File: src/sv/assert_macros.svh
// Assertion macros shared by the interrupt controller RTL.
// Standalone; included by modules that carry concurrent checks.
`ifndef ASSERT_MACROS_SVH
`define ASSERT_MACROS_SVH

// Property must hold at every clock edge outside reset.
`define ASSERT_CLK(label, clk, rst_n, prop, msg) \
	label: assert property (@(posedge clk) disable iff (!rst_n) prop) else $error(msg);

// Expression must never be true outside reset.
`define ASSERT_NEVER(label, clk, rst_n, expr, msg) \
	label: assert property (@(posedge clk) disable iff (!rst_n) !(expr)) else $error(msg);

`endif

File: src/sv/irqsf_pkg.sv
// Types, codes and defaults for the interrupt controller with SOF filtering.
// No dependencies; imported by every other file of the block except assert_macros.svh.
`default_nettype none

package irqsf_pkg;

	// Defaults for top-level parameters
	localparam int NUM_LINES_DEF  = 64;
	localparam int FRAME_BITS_DEF = 14;

	// Field widths fixed by the item format
	localparam int LINE_W    = 6;
	localparam int PEND_W    = 64;
	localparam int FRAME_W   = 14;
	localparam int FRAME_EXT_W = 16;
	localparam int COUNT_W   = 8;

	// Configuration port
	localparam int REG_IDX_W  = 2;
	localparam int REG_DATA_W = 8;
	localparam logic [REG_IDX_W-1:0] REG_USB_IRQ_LINE   = 2'd0;
	localparam logic [REG_IDX_W-1:0] REG_SOF_PASS_LIMIT = 2'd1;

	localparam logic [LINE_W-1:0]  USB_IRQ_LINE_RST   = 6'd9;
	localparam logic [COUNT_W-1:0] SOF_PASS_LIMIT_RST = 8'(8 * 20);

	typedef enum logic [1:0] {
		OP_TAKE        = 2'd0,
		OP_ENABLE      = 2'd1,
		OP_DISABLE     = 2'd2,
		OP_DISABLE_ALL = 2'd3
	} op_t;

	typedef struct packed {
		op_t                op;
		logic [LINE_W-1:0]  irq_line;
		logic [PEND_W-1:0]  pending_raw;
		logic               sof_flag;
		logic [FRAME_W-1:0] cur_frame;
		logic [FRAME_W-1:0] target_frame;
		logic               target_valid;
		logic               kick;
	} req_item_t;

	typedef struct packed {
		logic              irq_valid;
		logic [LINE_W-1:0] irq_number;
		logic              sof_ack;
		logic              swallowed;
	} rsp_item_t;

	// Priority encoder result
	typedef struct packed {
		logic              found;
		logic [LINE_W-1:0] line;
	} pick_t;

endpackage

`default_nettype wire

File: src/sv/irqsf_req_if.sv
// Request channel: valid/ready handshake carrying one request word.
// Depends on irqsf_pkg.
`default_nettype none

interface irqsf_req_if import irqsf_pkg::*; ();
	logic      valid;
	logic      ready;
	req_item_t data;

	modport source (output valid, output data, input ready);
	modport sink (input valid, input data, output ready);
endinterface

`default_nettype wire

File: src/sv/irqsf_rsp_if.sv
// Result channel: valid/ready handshake carrying one result word.
// Depends on irqsf_pkg.
`default_nettype none

interface irqsf_rsp_if import irqsf_pkg::*; ();
	logic      valid;
	logic      ready;
	rsp_item_t data;

	modport source (output valid, output data, input ready);
	modport sink (input valid, input data, output ready);
endinterface

`default_nettype wire

File: src/sv/irqsf_mask.sv
// Per-line enable mask register with enable, disable and disable-all updates.
// Depends on irqsf_pkg and assert_macros.svh.
`default_nettype none
`include "assert_macros.svh"

module irqsf_mask import irqsf_pkg::*; #(
	parameter int NUM_LINES = NUM_LINES_DEF
) (
	input  wire logic                 clk,
	input  wire logic                 arst_n,
	input  wire logic                 fire,
	input  wire req_item_t            item,
	output logic [NUM_LINES-1:0]      mask
);

	localparam int IDX_W = $clog2(NUM_LINES);

	logic [NUM_LINES-1:0] mask_q;
	logic                 line_ok;
	logic [IDX_W-1:0]     idx;

	assign line_ok = {1'b0, item.irq_line} < (LINE_W + 1)'(NUM_LINES);
	assign idx     = item.irq_line[IDX_W-1:0];
	assign mask    = mask_q;

	// Mask update on each word leaving the input stage
	always_ff @(posedge clk or negedge arst_n) begin
		if (!arst_n) begin
			mask_q <= '0;
		end else if (fire) begin
			unique case (item.op)
				OP_ENABLE: begin
					if (line_ok) mask_q[idx] <= 1'b1;
				end
				OP_DISABLE: begin
					if (line_ok) mask_q[idx] <= 1'b0;
				end
				OP_DISABLE_ALL: begin
					mask_q <= '0;
				end
				default: begin
				end
			endcase
		end
	end

	`ASSERT_CLK(a_disable_all_clears, clk, arst_n, fire && item.op == OP_DISABLE_ALL |=> mask_q == '0, "disable-all left lines enabled")

endmodule

`default_nettype wire

File: src/sv/irqsf_pick.sv
// Priority encoder: lowest line that is both pending and enabled.
// Depends on irqsf_pkg.
`default_nettype none

module irqsf_pick import irqsf_pkg::*; #(
	parameter int NUM_LINES = NUM_LINES_DEF
) (
	input  wire logic [PEND_W-1:0]    pending,
	input  wire logic [NUM_LINES-1:0] mask,
	output pick_t                     pick
);

	logic [NUM_LINES-1:0] active;

	assign active = pending[NUM_LINES-1:0] & mask;

	// Scan from the top so the lowest set bit wins
	always_comb begin
		pick.found = |active;
		pick.line  = '0;
		for (int i = NUM_LINES - 1; i >= 0; i--) begin
			if (active[i]) pick.line = LINE_W'(i);
		end
	end

endmodule

`default_nettype wire

File: src/sv/irqsf_filter.sv
// SOF filter: SOF counter, wrap-aware frame compare and result build.
// Depends on irqsf_pkg and assert_macros.svh.
`default_nettype none
`include "assert_macros.svh"

module irqsf_filter import irqsf_pkg::*; #(
	parameter int FRAME_BITS = FRAME_BITS_DEF
) (
	input  wire logic               clk,
	input  wire logic               arst_n,
	input  wire logic               fire,
	input  wire req_item_t          item,
	input  wire pick_t              pick,
	input  wire logic [LINE_W-1:0]  usb_line,
	input  wire logic [COUNT_W-1:0] pass_limit,
	output rsp_item_t               res
);

	localparam int FRAME_TOP = (1 << FRAME_BITS) - 1;
	localparam logic [FRAME_BITS-1:0] HALF = FRAME_BITS'(FRAME_TOP / 2);

	logic [COUNT_W-1:0]    count_q;
	logic [COUNT_W-1:0]    count_inc;
	logic [FRAME_BITS-1:0] host;
	logic [FRAME_BITS-1:0] target;
	logic                  reached;
	logic                  take;
	logic                  is_sof;
	logic                  hit;
	logic                  swallow;

	assign host   = FRAME_BITS'({{(FRAME_EXT_W - FRAME_W){1'b0}}, item.cur_frame});
	assign target = FRAME_BITS'({{(FRAME_EXT_W - FRAME_W){1'b0}}, item.target_frame});

	// Scheduled frame reached, allowing for wrap of the frame number
	always_comb begin
		if (host < target) reached = (target - host) >= HALF;
		else               reached = (host - target) < HALF;
	end

	assign take      = item.op == OP_TAKE && pick.found;
	assign is_sof    = take && pick.line == usb_line && item.sof_flag;
	assign count_inc = count_q + COUNT_W'(1);
	assign hit       = count_inc == pass_limit;
	assign swallow   = is_sof && !hit && item.target_valid && !item.kick && !reached;

	// Result word
	always_comb begin
		res.irq_valid  = take && !swallow;
		res.irq_number = take ? pick.line : '0;
		res.sof_ack    = swallow;
		res.swallowed  = swallow;
	end

	// SOF counter, cleared when it reaches the pass limit
	always_ff @(posedge clk or negedge arst_n) begin
		if (!arst_n) begin
			count_q <= '0;
		end else if (fire && is_sof) begin
			count_q <= hit ? '0 : count_inc;
		end
	end

	`ASSERT_CLK(a_count_idle, clk, arst_n, !fire |=> $stable(count_q), "SOF counter moved without a word")
	`ASSERT_CLK(a_swallow_usb, clk, arst_n, fire && res.swallowed |-> pick.line == usb_line && item.sof_flag, "swallowed a non-SOF request")

endmodule

`default_nettype wire

File: src/sv/irq_controller_sof_filter.sv
// Interrupt controller with per-line enable mask and local SOF filtering.
// Each word is registered in the input stage, then its result in the result register.
// Throughput: one request word per cycle unless rsp.ready stalls the result register.
// Result register holds a finished word while the next request is registered.
// Reset (arst_n low, asynchronous): all lines disabled, SOF counter zero,
// USB line 9, pass limit 160, both stages empty.
`default_nettype none
`include "assert_macros.svh"

module irq_controller_sof_filter import irqsf_pkg::*; #(
	parameter int NUM_LINES  = NUM_LINES_DEF,
	parameter int FRAME_BITS = FRAME_BITS_DEF
) (
	input  wire logic                  clk,
	input  wire logic                  arst_n,
	irqsf_req_if.sink                  req,
	irqsf_rsp_if.source                rsp,
	input  wire logic                  cfg_we,
	input  wire logic [REG_IDX_W-1:0]  cfg_idx,
	input  wire logic [REG_DATA_W-1:0] cfg_wdata
);

	logic [LINE_W-1:0]    usb_line_q;
	logic [COUNT_W-1:0]   pass_limit_q;
	logic                 valid_s1;
	req_item_t            item_s1;
	logic                 out_valid_q;
	rsp_item_t            out_q;
	logic                 advance;
	logic                 fire;
	logic [NUM_LINES-1:0] mask;
	pick_t                pick;
	rsp_item_t            res;

	// Configuration registers
	always_ff @(posedge clk or negedge arst_n) begin
		if (!arst_n) begin
			usb_line_q   <= USB_IRQ_LINE_RST;
			pass_limit_q <= SOF_PASS_LIMIT_RST;
		end else if (cfg_we) begin
			unique case (cfg_idx)
				REG_USB_IRQ_LINE:   usb_line_q   <= cfg_wdata[LINE_W-1:0];
				REG_SOF_PASS_LIMIT: pass_limit_q <= cfg_wdata[COUNT_W-1:0];
				default: begin
				end
			endcase
		end
	end

	// Handshake: input stage moves on when the result register is free
	assign advance   = !out_valid_q || rsp.ready;
	assign fire      = valid_s1 && advance;
	assign req.ready = !valid_s1 || advance;

	// Input register
	always_ff @(posedge clk or negedge arst_n) begin
		if (!arst_n) begin
			valid_s1 <= 1'b0;
		end else if (req.ready) begin
			valid_s1 <= req.valid;
		end
	end

	always_ff @(posedge clk) begin
		if (req.ready && req.valid) item_s1 <= req.data;
	end

	irqsf_mask #(.NUM_LINES(NUM_LINES)) u_mask (
		.clk    (clk),
		.arst_n (arst_n),
		.fire   (fire),
		.item   (item_s1),
		.mask   (mask)
	);

	irqsf_pick #(.NUM_LINES(NUM_LINES)) u_pick (
		.pending (item_s1.pending_raw),
		.mask    (mask),
		.pick    (pick)
	);

	irqsf_filter #(.FRAME_BITS(FRAME_BITS)) u_filter (
		.clk        (clk),
		.arst_n     (arst_n),
		.fire       (fire),
		.item       (item_s1),
		.pick       (pick),
		.usb_line   (usb_line_q),
		.pass_limit (pass_limit_q),
		.res        (res)
	);

	// Result register
	always_ff @(posedge clk or negedge arst_n) begin
		if (!arst_n) begin
			out_valid_q <= 1'b0;
		end else if (advance) begin
			out_valid_q <= valid_s1;
		end
	end

	always_ff @(posedge clk) begin
		if (fire) out_q <= res;
	end

	assign rsp.valid = out_valid_q;
	assign rsp.data  = out_q;

	`ASSERT_CLK(a_s1_held, clk, arst_n, valid_s1 && !advance |=> valid_s1 && $stable(item_s1), "input stage lost a word under stall")
	`ASSERT_NEVER(a_swallow_excl, clk, arst_n, out_valid_q && out_q.swallowed && out_q.irq_valid, "result both delivered and swallowed")

endmodule

`default_nettype wire
File: src/flat_wrapper.sv
// flat-port wrapper written by rule: the top's interface ports become plain ports
module irq_controller_sof_filter_flat import irqsf_pkg::*;
#(
	parameter int NUM_LINES  = NUM_LINES_DEF,
	parameter int FRAME_BITS = FRAME_BITS_DEF
)
  (clk, arst_n, cfg_we, cfg_idx, cfg_wdata, req_valid, req_data, req_ready, rsp_valid, rsp_data, rsp_ready);
  irqsf_req_if req_i ();
  irqsf_rsp_if rsp_i ();
  input  wire logic clk;
  input  wire logic arst_n;
  input  wire logic cfg_we;
  input  wire logic [REG_IDX_W-1:0] cfg_idx;
  input  wire logic [REG_DATA_W-1:0] cfg_wdata;
  input wire logic [$bits(req_i.valid)-1:0] req_valid;
  input wire logic [$bits(req_i.data)-1:0] req_data;
  output wire logic [$bits(req_i.ready)-1:0] req_ready;
  output wire logic [$bits(rsp_i.valid)-1:0] rsp_valid;
  output wire logic [$bits(rsp_i.data)-1:0] rsp_data;
  input wire logic [$bits(rsp_i.ready)-1:0] rsp_ready;
  assign req_i.valid = req_valid;
  assign req_i.data = req_data;
  assign req_ready = req_i.ready;
  assign rsp_valid = rsp_i.valid;
  assign rsp_data = rsp_i.data;
  assign rsp_i.ready = rsp_ready;
  irq_controller_sof_filter #(.NUM_LINES(NUM_LINES), .FRAME_BITS(FRAME_BITS)) u_core (.clk(clk), .arst_n(arst_n), .req(req_i), .rsp(rsp_i), .cfg_we(cfg_we), .cfg_idx(cfg_idx), .cfg_wdata(cfg_wdata));
endmodule
File: config.mk
export PLATFORM = sky130hd
export DESIGN_NAME = irq_controller_sof_filter_flat
export DESIGN_NICKNAME = d
export VERILOG_FILES = /design/src/sv/irqsf_pkg.sv /design/src/sv/irqsf_req_if.sv /design/src/sv/irqsf_rsp_if.sv /design/src/sv/irqsf_mask.sv /design/src/sv/irqsf_pick.sv /design/src/sv/irqsf_filter.sv /design/src/sv/irq_controller_sof_filter.sv /design/src/flat_wrapper.sv
export VERILOG_INCLUDE_DIRS = /design/src /design/src/sv
export SDC_FILE = /design/constraint.sdc
export NUM_CORES = 1
export LEC_CHECK = 0
export BUFFER_PORTS_ARGS = -buffer_cell sky130_fd_sc_hd__buf_4
export CORE_MARGIN = 2
export CORE_UTILIZATION = 63
export CTS_CLUSTER_SIZE = 12
export DETAILED_ROUTE_END_ITERATION = 6
export PLACE_DENSITY = 0.94
export SYNTH_ARGS = -nofsm -noshare
export SYNTH_HDL_FRONTEND = slang
export SYNTH_SLANG_ARGS = --single-unit
export TNS_END_PERCENT = 10
File: constraint.sdc
create_clock -name clk -period 8.45 [get_ports clk]
set_input_delay 0.4225 -clock clk [delete_from_list [all_inputs] [get_ports clk]]
set_output_delay 0.4225 -clock clk [all_outputs]
set_load 0.03 [all_outputs]
==> out/results.txt, run 1 <==
Port buffer count: 128
Share of flip-flops with an asynchronous set or reset: 44.2%
Final max-slew violation count: 0
Worst clock skew: 0.0134 ns
Sequential cell area fraction in the yosys report: 51.5%
Setup crit start kind: flop
Hold bufs inserted after CTS: 1
Core ar.: 16600 um2
Maximum clock path buffer count: 2
Top cells by area, synth: edfxtp_1 31%, dfrtp_1 20%, a21oi_1 7.0%
Minimum clock period: 3.50 ns
GRT overflow: 0
WS Path Type: reg -> reg
Chip Height: 135 um
Setup TNS: 0 ns
CP endpoint kind: flop
Post-synth EDFFs: 111
GPL Wtd Cong: 0.949
Power Total: 2.59 mW
Routed vias/inst: 6.85
Clock Latency Late Sink: 0.46 ns
Commonest non-fill, non-tap cells in the layout: 151 x a21oi_1, 151 x o21ai_0, 138 x buf_4
Prevailing post-synth register cell: edfxtp_1
Clk root buf: clkbuf_16
Critical Path AT: 3.66 ns
Max cap viols: 0
Crit-path max FO: 10
Die footprint: 18100 um2
Critical Path RT: 8.61 ns
Reg-to-Reg Start: u_core.item_s1[8]
Initial antenna violation count: 0
CTS sink count: 199
Drt wl/cell: 21.0 um
Synth Cell Area: 10800 um2
# placed instances: 1331
Status: complete, no violations
Post-Synthesis Cells: 1034
Num CTS Buffers: 17
Worst-margin pin slew: 1.36 ns
Top cell type's share of synthesized area: 31.0%
Vias in the first global route: 9008
Final wirelength: 28.6 mm
Post-synth cell types: 89
Clock transition at path regs: 0.08 ns
Pwr/cell area: 208 nW/um2
Post_cts resized: 0
Drt pass-1 iters: 6
Post-CTS setup buffers: 0
FP Rows: 47
Largest net degree at the start of global routing: 88
Initial Util: 64.6%
CTS tree: built
Hold Crit Class: in -> reg
WHS Path Cells: 1
Worst IR Drop VDD: 0.160 mV
Slew HR: 8.77%
ANT cells: 0
Fillers: 1107
LEAKAGE: 4.91 nW
Die X: 135 um
Post-layout nets: 1279
Vias after detailed routing: 9344
# IOs: 129
Hold EP: u_core.item_s1[54]
Tot GR Track Use: 32.1%
Area after DPL: 11800 um2
Synth Net Count: 1182
Routed Antenna Nets: 0
Layout cells sized above 1: 20.0%
Setup violations, final: 0
RSZ-0062 raised after global routing: false
DR iter-0 viols: 1297
Drt drc: 0
Path depth of the worst reg2reg path: 11
Worst reg2reg path endpoint: u_core.rsp.data[8]
HP Start: req_data[54]
Final Core Density: 74.8%
HPWL Detailed: 19.1 mm
Synth warn: 0
Tcrit/Tclk final: 41.4%
Post-synth top area cell: edfxtp_1
Hold Vio Cnt, Final: 0
H-tree depth: 4
Seq cells post-synth: 199
Final Non-Filler Cells: 1364
Post-route cell area: 12400 um2
F_max: 286 MHz
Synth-to-layout area growth: 15.7%
Syn avg cell area: 10.4 um2
Global-route wire length before repair: 45.3 mm
Reg-to-reg slack, setup: 4.95 ns
[how the worst max path moves through the flow]
stage,from,to,slack (ns),cells after the start
4_1_cts,u_core.item_s1[8],u_core.rsp.data[8],5.02,11
2_1_floorplan,u_core.rsp.valid,u_core.item_s1[0],4.68,2
6_report,u_core.item_s1[8],u_core.rsp.data[8],4.95,11
5_1_grt,u_core.item_s1[16],u_core.rsp.data[8],4.70,12
3_3_place_gp,u_core.item_s1[16],u_core.rsp.data[8],5.09,12
3_5_place_dp,u_core.item_s1[16],u_core.rsp.data[8],5.03,12
[routing by layer]
layer	vias up	GRT usage [%]	share of wire, %
li1	4146	-	-
met1	4418	41.4	37
met2	657	52.1	48
met3	123	7.09	11
met4	0	14.8	3.7
met5	-	0	0
[cell families after synthesis]
logic type | after synthesis | share of synthesized area (%)
flip-flops | 199 | 51.5
XOR/XNOR | 26 | 2.12
multiplexers | 15 | 1.56
buffers and inverters | 106 | 4.00
adder cells (fa/ha/maj) | 30 | 3.63
AO/OA/AOI/OAI | 446 | 26.2
AND/OR/NAND/NOR | 212 | 11.0
[critical path: stages (launching register included)]
cell,delay [ns]
edfxtp_1,0.36
inv_1,0.06
ha_1,0.43
and2_4,0.24
o21ai_4,0.16
a31oi_2,0.14
a2111oi_2,0.46
a311oi_1,0.13
or4_1,0.56
o31a_1,0.27
o32ai_2,0.25
a21oi_1,0.14
[metrics by stage]
stage	setup slack, ns	hold WS, ns
2_1_floorplan	4.68	0.127
3_3_place_gp	5.09	0.446
3_5_place_dp	5.03	0.452
4_1_cts	5.02	0.134
5_1_grt	4.70	0.124
6_report	4.95	0.138
[area by class of cell]
| class | instances | area (um2) | share of cell area (%) |
|---|---|---|---|
| inverters | 45 | 169 | 1.36 |
| multi-input cells | 729 | 4810 | 38.6 |
| well taps | 220 | 275 | 2.21 |
| repair buffers | 139 | 1050 | 8.40 |
| clock inverters | 14 | 181 | 1.46 |
| flip-flops and latches | 199 | 5540 | 44.5 |
| clock buffers | 18 | 429 | 3.45 |
[state kept, by name (all words and copies together) (netlist names)]
register                 count
u_core.valid_s1              1
u_core.u_filter.count_q      8
u_core.usb_line_q            6
u_core.pass_limit_q          8
u_core.rsp.data              8
u_core.rsp.valid             1
u_core.u_mask.mask          64
u_core.item_s1             103
[power breakdown]
part / total (mW) / switching (mW) / internal (mW)
Combinational: 0.499 / 0.291 / 0.207
Clock: 0.839 / 0.411 / 0.428
Sequential: 1.25 / 0.110 / 1.14
Total: 2.59 / 0.812 / 1.78
[Yosys cell counts, types with 14 or more instances]
master / n
nor3_1: 21
ha_1: 28
a22oi_1: 17
mux2_2: 14
a21oi_1: 151
xnor2_1: 17
and3_1: 17
nand3_1: 21
dfrtp_1: 84
nor2_1: 24
inv_1: 45
nand2_1: 58
clkbuf_1: 47
o21ai_0: 151
edfxtp_1: 111
(Power assumes the default switching activity.)
==> run 2, diff against run 1 <==
Settings changed: CORE_UTILIZATION 63 to 53, PLACE_DENSITY 0.94 to 0.86.
Clock period 8.45 ns to 3 ns, I/O delays scaled along.
==> out/results.txt, run 2 (synthesis results as in run 1) <==
Global-route wire length before repair: 51.3 mm (+13%)
H-tree depth: 4 (unchanged)
LEAKAGE: 5.65 nW (+15%)
Die footprint: 21500 um2 (+18%)
Clock Latency Late Sink: 0.46 ns (about the same)
Crit-path max FO: 4 (-6)
Clk root buf: clkbuf_16
Most common cell after layout, fill and taps aside: buf_4
HPWL Detailed: 20.4 mm (+6.6%)
DR iter-0 viols: 1374 (+5.9%)
Hold Vio Cnt, Final: 0 (unchanged)
Post-route cell area: 14200 um2 (+14%)
Vias in the first global route: 9858 (+9.4%)
Met3 WL: 3.02 mm (-4.6%)
Area after DPL: 12300 um2 (+3.9%)
Area of the multi-input gates: 4940 um2 (+2.8%)
Fillers: 1391 (+26%)
Buf/Inv on CP: 2 (+1)
Status: finished, violations left
Cell count along the critical path: 12 (+1)
Port buffer count: 128 (unchanged)
Setup TNS: -0.375 ns (-0.375 ns)
RSZ-0062 raised after global routing: true
Max FFs per register: 103 (unchanged)
Post-Place Setup Slack: -0.396 ns (-5.43 ns)
Routed Antenna Nets: 0 (unchanged)
Drt wl/cell: 20.6 um (-1.9%)
Num CTS Buffers: 17 (unchanged)
F_max: 309 MHz (+7.9%)
Core ar.: 20100 um2 (+21%)
Maximum clock path buffer count: 2 (unchanged)
Routed vias/inst: 6.35 (-7.4%)
Setup violations, final: 2 (+2)
Drt pass-1 iters: 7 (+1)
Commonest non-fill, non-tap cells in the layout: 191 x buf_4, 150 x o21ai_0, 149 x a21oi_1
Largest net degree at the start of global routing: 75 (-15%)
Synth-to-layout area growth: 31.8%
Worst-margin pin slew: 0.977 ns (-0.386 ns)
Final wirelength: 32.5 mm (+14%)
CTS tree: built
CP top delay family: compound AO/OA/AOI/OAI gates
Initial antenna violation count: 0 (unchanged)
ANT cells: 0 (unchanged)
Initial Util: 53.5% (-11 points)
Power Total: 7.58 mW (+190%)
Final Core Density: 70.5% (-4.3 points)
GRT overflow: 0 (unchanged)
GPL Wtd Cong: 0.916 (-3.5%)
WS Path Type: reg -> reg
WHS Path Cells: 3 (+2)
Failing checks: setup timing
FP Rows: 52 (+11%)
Pwr/cell area: 534 nW/um2 (+160%)
Setup ws final: -0.241 ns (-5.19 ns)
Wire length on met1: 12.3 mm (+16%)
Hold Crit Class: in -> reg
Worst path max stage delay: 0.53 ns (-0.03 ns)
Max cap viols: 0 (unchanged)
CP max stage cell: or4_1
# IOs: 129 (unchanged)
Post-layout nets: 1445 (+13%)
CTS sink count: 199 (unchanged)
Chip Height: 146 um (+8.8%)
Layout cells sized above 1: 23.1% (+3.0 points)
Final max-slew violation count: 0 (unchanged)
Vias after detailed routing: 10000 (+7.3%)
Critical Path AT: 3.44 ns (-0.22 ns)
Clock transition at path regs: 0.09 ns (about the same)
Slew HR: 34.7% (+26 points)
Sequential cell area: 5540 um2 (unchanged)
Die X: 146 um (+8.8%)
Worst clock skew: 0.0164 ns (+0.00298 ns)
Path depth of the worst reg2reg path: 12 (+1)
Met2 wire length: 16.3 mm (+18%)
Drt drc: 0 (unchanged)
Ordered cell list for the critical path: inv_2 > ha_4 > a211oi_2 > buf_4 > or2_4 > nand4_4 > a2111oi_4 > a311oi_1 > or4_1 > o31a_1 > o32ai_2 > a21oi_1
Top Layer Used: met4
Tcrit/Tclk final: 108% (+67 points)
Largest Register: u_core.item_s1
Setup crit start kind: flop
Critical Path RT: 3.20 ns (-5.41 ns)
CP endpoint kind: flop
Tot GR Track Use: 30.3% (-1.7 points)
Minimum clock period: 3.24 ns (-0.257 ns)
Worst IR Drop VDD: 0.379 mV (+140%)
## run 2: cell types whose count changed in the layout (fill, tap and decap cells not counted), sizes merged
cell,change
buf,+54
clkinv,+4
clkinvlp,-1
dlygate4sd3,+112
inv,-3
## run 2: metrics by stage
stage               hold slack [ns]  cells
CTS                         0.00286   1580
floorplan                    -0.146   1034
finish                       0.0149   1580
global route                 0.0197   1580
detailed placement            0.118   1434
global placement              0.115   1434
## run 2: final timing paths
kind	startpoint	endpoint	slack [ns]
min in group asynchronous	arst_n	u_core.rsp.valid	0.17
hold / removal	rsp_ready	u_core.rsp.valid	0.01
setup reg to reg	u_core.item_s1[5]	u_core.rsp.data[8]	-0.24
setup / recovery	u_core.item_s1[5]	u_core.rsp.data[8]	-0.24
hold reg to reg	u_core.u_filter.count_q[7]	u_core.u_filter.count_q[7]	0.52
max in group asynchronous	arst_n	u_core.u_mask.mask[17]	2.02
## run 2: tightest hold or removal path, stage by stage
cell,delay [ns]
buf_4,0.08
nand2b_1,0.13
nand2b_1,0.07
## run 2: what timing repair did
| action | in CTS | in global routing |
|---|---|---|
| setup buffers | 1 | 0 |
| endpoints found under the setup margin | 2 | 10 |
| resized for setup | 14 | 15 |
| endpoints found under the hold margin | 146 | 0 |
| gates cloned | 0 | 0 |
| pin swaps | 6 | 3 |
| hold buffers | 113 | 0 |
## run 2: layer usage
metal / vias up / global-route usage (%)
met1: 4829 / 38.4
li1: 4469 / -
met2: 627 / 52.3
met4: 0 / 10.4
met5: - / 0
met3: 101 / 6.09
## run 2: report_power, final
| group | total (mW) | switching [mW] | internal (mW) | leakage (nW) |
|---|---|---|---|---|
| clock | 2.36 | 1.15 | 1.21 | 0.293 |
| combinational | 1.69 | 0.913 | 0.780 | 3.34 |
| sequential | 3.52 | 0.312 | 3.21 | 2.02 |
## run 2: area by class of cell
class	instances	share of cell area [%]
multi-input combinational	729	34.8
inverter	45	1.19
clock inverter	14	1.17
sequential	199	39.1
timing repair buffer	305	18.2
tap	270	2.38
clock buffer	18	3.10
